## src/hdl/opl_pkg.sv

```systemverilog
// ----------------------------------------------------------------------------
// opl_pkg
// Shared types and constants for the octree point locator.
// ----------------------------------------------------------------------------
package opl_pkg;

  // coordinate format
  localparam int COORD_W   = 32;
  localparam int FRAC_BITS = 20;
  localparam int IPART_W   = COORD_W - 1 - FRAC_BITS;  // integer part of a non-negative coord

  // root grid size registers
  localparam int SIZE_W = 11;
  localparam logic [SIZE_W-1:0] SIZE_RST = SIZE_W'(16);

  // hierarchy memory and level table
  localparam int HIER_AW    = 16;
  localparam int HIER_DEPTH = 2 ** HIER_AW;
  localparam int WORD_W     = 32;
  localparam int OFS_W      = 16;
  localparam int NUM_LEVELS = 8;
  localparam int LVL_W      = $clog2(NUM_LEVELS);

  // cell index width: root index below 2047^3, or link target plus child number
  localparam int IND_W = 34;

  // configuration register indexes
  localparam int CFG_IDX_W = 2;
  typedef enum logic [CFG_IDX_W-1:0] {
    CFG_SIZE_X = 2'd0,
    CFG_SIZE_Y = 2'd1,
    CFG_SIZE_Z = 2'd2
  } cfg_idx_e;

  // request word actions
  typedef enum logic [1:0] {
    ACT_WR_WORD   = 2'd0,
    ACT_WR_OFFSET = 2'd1,
    ACT_LOCATE    = 2'd2,
    ACT_NONE      = 2'd3
  } action_e;

endpackage

```

## src/hdl/opl_root_index.sv

```systemverilog
// ----------------------------------------------------------------------------
// opl_root_index
// Root cell index ix + sx*(iy + sy*iz), three registered steps.
// ----------------------------------------------------------------------------
module opl_root_index (
  input  logic                        clk_i,
  input  logic                        rst_ni,
  input  logic                        start_i,
  input  logic [opl_pkg::SIZE_W-1:0]  size_x_i,
  input  logic [opl_pkg::SIZE_W-1:0]  size_y_i,
  input  logic [opl_pkg::IPART_W-1:0] ix_i,
  input  logic [opl_pkg::IPART_W-1:0] iy_i,
  input  logic [opl_pkg::IPART_W-1:0] iz_i,
  output logic                        done_o,
  output logic [opl_pkg::IND_W-1:0]   index_o
);
  import opl_pkg::*;

  localparam int P1_W = SIZE_W + IPART_W;
  localparam int T_W  = P1_W + 1;
  localparam int P2_W = SIZE_W + T_W;

  logic [2:0]       vld_q;
  logic [P1_W-1:0]  p1_q;
  logic [IND_W-1:0] p2_q;
  logic [IND_W-1:0] ind_q;
  logic [T_W-1:0]   t;
  logic [P2_W-1:0]  p2;

  // inputs hold steady for the whole computation
  assign t  = T_W'(iy_i) + T_W'(p1_q);
  assign p2 = P2_W'(size_x_i) * P2_W'(t);

  always_ff @(posedge clk_i or negedge rst_ni) begin
    if (!rst_ni) begin
      vld_q <= '0;
      p1_q  <= '0;
      p2_q  <= '0;
      ind_q <= '0;
    end else begin
      vld_q <= {vld_q[1:0], start_i};
      p1_q  <= P1_W'(size_y_i) * P1_W'(iz_i);
      p2_q  <= IND_W'(p2);
      ind_q <= IND_W'(ix_i) + p2_q;
    end
  end

  assign done_o  = vld_q[2];
  assign index_o = ind_q;

endmodule

```

## config.mk

```make
export PLATFORM = sky130hd
export DESIGN_NAME = opl_root_index
export DESIGN_NICKNAME = d
export VERILOG_FILES = /design/src/hdl/opl_pkg.sv /design/src/hdl/opl_root_index.sv
export SDC_FILE = /design/constraint.sdc
export NUM_CORES = 1
export LEC_CHECK = 0
export CORE_AREA = 5 5 222 224
export DETAILED_ROUTE_END_ITERATION = 7
export DIE_AREA = 0 0 227 229
export DONT_BUFFER_PORTS = 1
export PLACE_DENSITY = 0.59
export SYNTH_ARGS = -nofsm -noshare
export SYNTH_HDL_FRONTEND = slang
export SYNTH_SLANG_ARGS = --single-unit
```

## constraint.sdc

```tcl
create_clock -name clk_i -period 6.5 [get_ports clk_i]
set_clock_uncertainty 0.2 [all_clocks]
set_input_delay 0.975 -clock clk_i [delete_from_list [all_inputs] [get_ports clk_i]]
set_output_delay 0.975 -clock clk_i [all_outputs]
set_load 0.03 [all_outputs]
```

# Word level (Yosys, flattened, before mapping)
# Cells that the tools add are included.
# word_totals
ff_bits	93
inputBits	58
out_inout_bits	35
wordCells	8
# op_classes
add_sub_neg	2
mul	2
# op_table
cell	count
11-bit by 34-bit adder with 34-bit output	1
11-bit by 23-bit multiplier with 34-bit output	1
11-bit by 22-bit adder with 23-bit output	1
11-bit by 11-bit multiplier with 22-bit output	1

# Logic depth before layout (Yosys ltp)
# depth
depth_word	2
ltp_mapped	31
ltp_nobuf	28

# Least setup slack after synthesis
# OpenSTA, ideal clock, no wires.
# synth_timing
kind	input to register
start	input iy_i[0] (netlist bit)
end	register p2_q[20]
setup_time_ns	0.120
t_arrival_ns	7.330
required_time_ns	6.180
path_slack_ns	-1.150
cell_stages	24
n_path_buf	1
path_cell_list	ha_1 -> inv_1 -> fa_1 -> nor2b_1 -> o21ai_1 -> a21boi_1 -> o21ai_0 -> o311ai_0 -> xnor2_1 -> clkbuf_1 -> nand2_1 -> fa_1 -> fa_1 -> inv_1 -> fa_1 -> fa_1 -> fa_1 -> ha_1 -> nand3_1 -> or4_4 -> and2_4 -> o21a_1 -> or3b_1 -> and3_1
# synth_via
elab_chain_len	2
# synth_lines
element	line_no	rtl
start, declared	opl_root_index.sv:12	input logic [opl_pkg::IPART_W-1:0] iy_i,
11-bit by 22-bit adder with 23-bit output	opl_root_index.sv:31	assign t = T_W'(iy_i) + T_W'(p1_q);
11-bit by 23-bit multiplier with 34-bit output	opl_root_index.sv:32	assign p2 = P2_W'(size_x_i) * P2_W'(t);
named net p2[20]	opl_root_index.sv:28	logic [P2_W-1:0] p2;
end signal, assigned	opl_root_index.sv:43	p2_q <= IND_W'(p2);
end, declared	opl_root_index.sv:25	logic [IND_W-1:0] p2_q;
# The timed path passes the listed nets, and every way through them passes these cells.

# Final worst setup path
# Ends and elaborated chain as after synthesis.

==> metrics.yaml <==
global_routing:
  gr-usage-met1_pct: 20.0
  grtUsageMet3_pct: 2.24
  grt.busiest_layer: "met2"
  grt_pass1_vias: 13255
  globalRouteMet2Util_pct: 27.4
  antenna_found_initial: 1
  grt_overflow: 0
  grt_pass1_wl_um: 66700
  grt.total_usage_pct: 15.4
  grt_max_degree: 94
worst_setup_path:
  setup.worst_path.start_class: "primary input"
  crit_buf_inv: 7
  worstPathRequired_ns: 6.56
  worstPathMaxFanout: 5
  slowest_delay_ns: 0.55
  path_delay_family: "adder cells"
  crit_type: "primary input to flop"
  worst_setup_path_end_kind: "flop"
  cp.arrival_ns: 7.10
  critPathMostFrequentCell: "fa_1"
  crit_path_top_delay_cell: "or4_4"
yosys:
  synth_compound_area_share_pct: 8.46
  syn_area_per_cell_um2: 9.05
  yosys.area.top_type: "fa_1"
  synth_flop_cell: "dfrtp_1"
  synth_fa_ha_area_share_pct: 45.3
  ys_seq_area_share_pct: 14.4
  syn-instance-count: 1791
  synth_area_leaders: "fa_1 (33%), dfrtp_1 (14%), ha_1 (12%), inv_1 (7.5%), and2_1 (5.1%)"
  yosys.area.top_type_share_pct: 33.4
  yosys.area_share.simple_pct: 17.9
  syn-num-nets: 2273
  ys_ff_latch: 93
  synth_xor_area_share_pct: 4.49
  ys_warn_count: 0
  async_reset_ff_share_pct: 100
  synth_edf_count: 0
  synth_area_um2: 16200
  muxShareOfSynthArea_pct: 0.0618
  synth_top_family_by_area: "adder cells"
  yosysUniqueCellTypes: 59
place:
  place_inst: 2503
  dpl.hpwl_um: 31400
  gp_congestion: 0.881
  port_buffers: 0
sta:
  maxSlewHeadroom_pct: 58.7
  period_minus_slack_ns: 7.03
  tns_ns: -7.03
  setup_slack_ns: -0.535
  whs_ns: 0.104
  rsz0062_at_grt: "yes"
  clock.fmax_ghz: 0.142
  hold_violations: 0
  tightest_slew_ns: 0.619
  finalCritPeriodShare_pct: 108
  slew_violations: 0
  setup_viol: 19
die:
  die_w_um: 227
  num_io_pins: 93
  die_h_um: 229
  design.die.area_um2: 52000
  core-area_um2: 47100
  fp-row-count: 80
  initial_core_util_pct: 34.4
outcome:
  violations: "negative setup slack"
  status: "finished, violations left"
cts:
  cts_buffers: 9
  clkLatencyLatePin_ns: 0.37
  cts-root-buf: "clkbuf_16"
  path_clk_slew_ns: 0.08
  cts.hold.buffers_added: 0
  clock_path_buffers: 2
  cts_tree: "done"
  htree_levels: 3
  cts.sinks: 93
layout:
  final_common_cell: "inv_1"
  drive_above_1_share_pct: 20.9
  layout_common_cells: "inv_1 (302), fa_1 (256), buf_4 (191), nand2_1 (190), and2_1 (133)"
  fin_cells: 2556
  nFillCells: 4455
  nets: 2417
  syn_to_final_growth_pct: 21.7
routing:
  wl_per_cell_um: 15.2
  drt-total-wl_um: 38800
  drc: 0
  antenna_left: 0
  drt_first_pass_iters: 5
  vias: 12122
  vias_per_cell: 4.74
  first_iter_violations: 452
min_path:
  min_path_type: "primary input to asynchronous set/reset pin"
flow_run:
  drv_cap: 0
synthesized netlist by cell type (12+ instances only):
| cell | count |
|---|---|
| clkbuf_1 | 74 |
| ha_1 | 154 |
| and2_1 | 133 |
| xnor2_1 | 61 |
| a21oi_1 | 60 |
| nand2b_1 | 12 |
| o21ai_0 | 45 |
| a21o_1 | 24 |
| nand3_1 | 55 |
| nand2_1 | 207 |
| nor2_1 | 47 |
| fa_1 | 270 |
| xor2_1 | 22 |
| nand4_1 | 12 |
| nor2b_1 | 25 |
| nor3_1 | 14 |
| and3_1 | 35 |
| dfrtp_1 | 93 |
| o21a_1 | 15 |
| inv_1 | 323 |
worst register-to-register path, delay by kind of cell, from the launching register on:
family	cells	cell delay (ns)
xor gates and xnor gates	1	0.16
DFF	1	0.37
adders and majority gates	8	3.23
and+or+nand+nor	8	1.53
buffers and inverters	7	0.60
AOI/OAI and AO/OA	4	0.63
final cells by class:
cell class	instances	area, µm²	area share, %
inverter	323	1210	6.15
antenna	1	2.50	0.0127
clock inverter	7	75.1	0.381
tap	615	769	3.90
multi-input combinational	1293	13300	67.7
clock buffer	9	225	1.14
sequential	93	2330	11.8
timing repair buffer	215	1760	8.91
what timing repair did:
item | in CTS | in global routing
setup buffers | 32 | 6
pin swaps | 88 | 49
resized for setup | 105 | 71
setup endpoints to repair | 22 | 23
final timing paths:
kind / start / endpoint / slack [ns] / cells past startpoint
worst max-delay path: iy_i[0] / p2_q[20] / -0.53 / 28
worst min-delay path: rst_ni / index_o[5] / 0.10 / 0
worst max register to register: p1_q[0] / p2_q[20] / -0.31 / 28
worst min register to register: vld_q[0] / vld_q[1] / 0.15 / 0
max in group asynchronous: rst_ni / vld_q[2] / 5.84 / 0
min in group clk_i: vld_q[0] / vld_q[1] / 0.15 / 0
registers in the layout, summed over array words and instances, names as in the netlist:
name / count
index_o: 34
p2_q: 34
p1_q: 22
vld_q: 3
metal layers:
| layer | wire length (µm) | part of all wire [%] | vias to the layer above |
|---|---|---|---|
| li1 | - | - | 5897 |
| met1 | 17000 | 44 | 5939 |
| met2 | 19300 | 50 | 244 |
| met3 | 1760 | 4.6 | 42 |
| met4 | 616 | 1.6 | 0 |
| met5 | 0 | 0 | - |
metrics by stage:
stage | cell area [µm²] | setup slack [ns] | utilization (%)
floorplan | 16600 | -0.685 | -
global placement | 18300 | -1.13 | 38.8
detailed placement | 18300 | -1.10 | 38.8
CTS | 19400 | -0.453 | 41.1
global route | 19700 | -0.753 | 41.8
finish | 19700 | -0.535 | 41.8
cells by family (layout without fill, tap and decap cells):
kind of cell               Yosys count  in the layout
and+or+nand+nor                    573            573
adders and majority gates          424            424
buffers and inverters              405            554
AOI/OAI and AO/OA                  212            212
DFF                                 93             93
xor gates and xnor gates            83             83
muxes                                1              1
other                                0              1
Power is left out: the tool's default activity adds up to more than one toggle a clock period on the data nets, which glitch-free logic cannot reach.
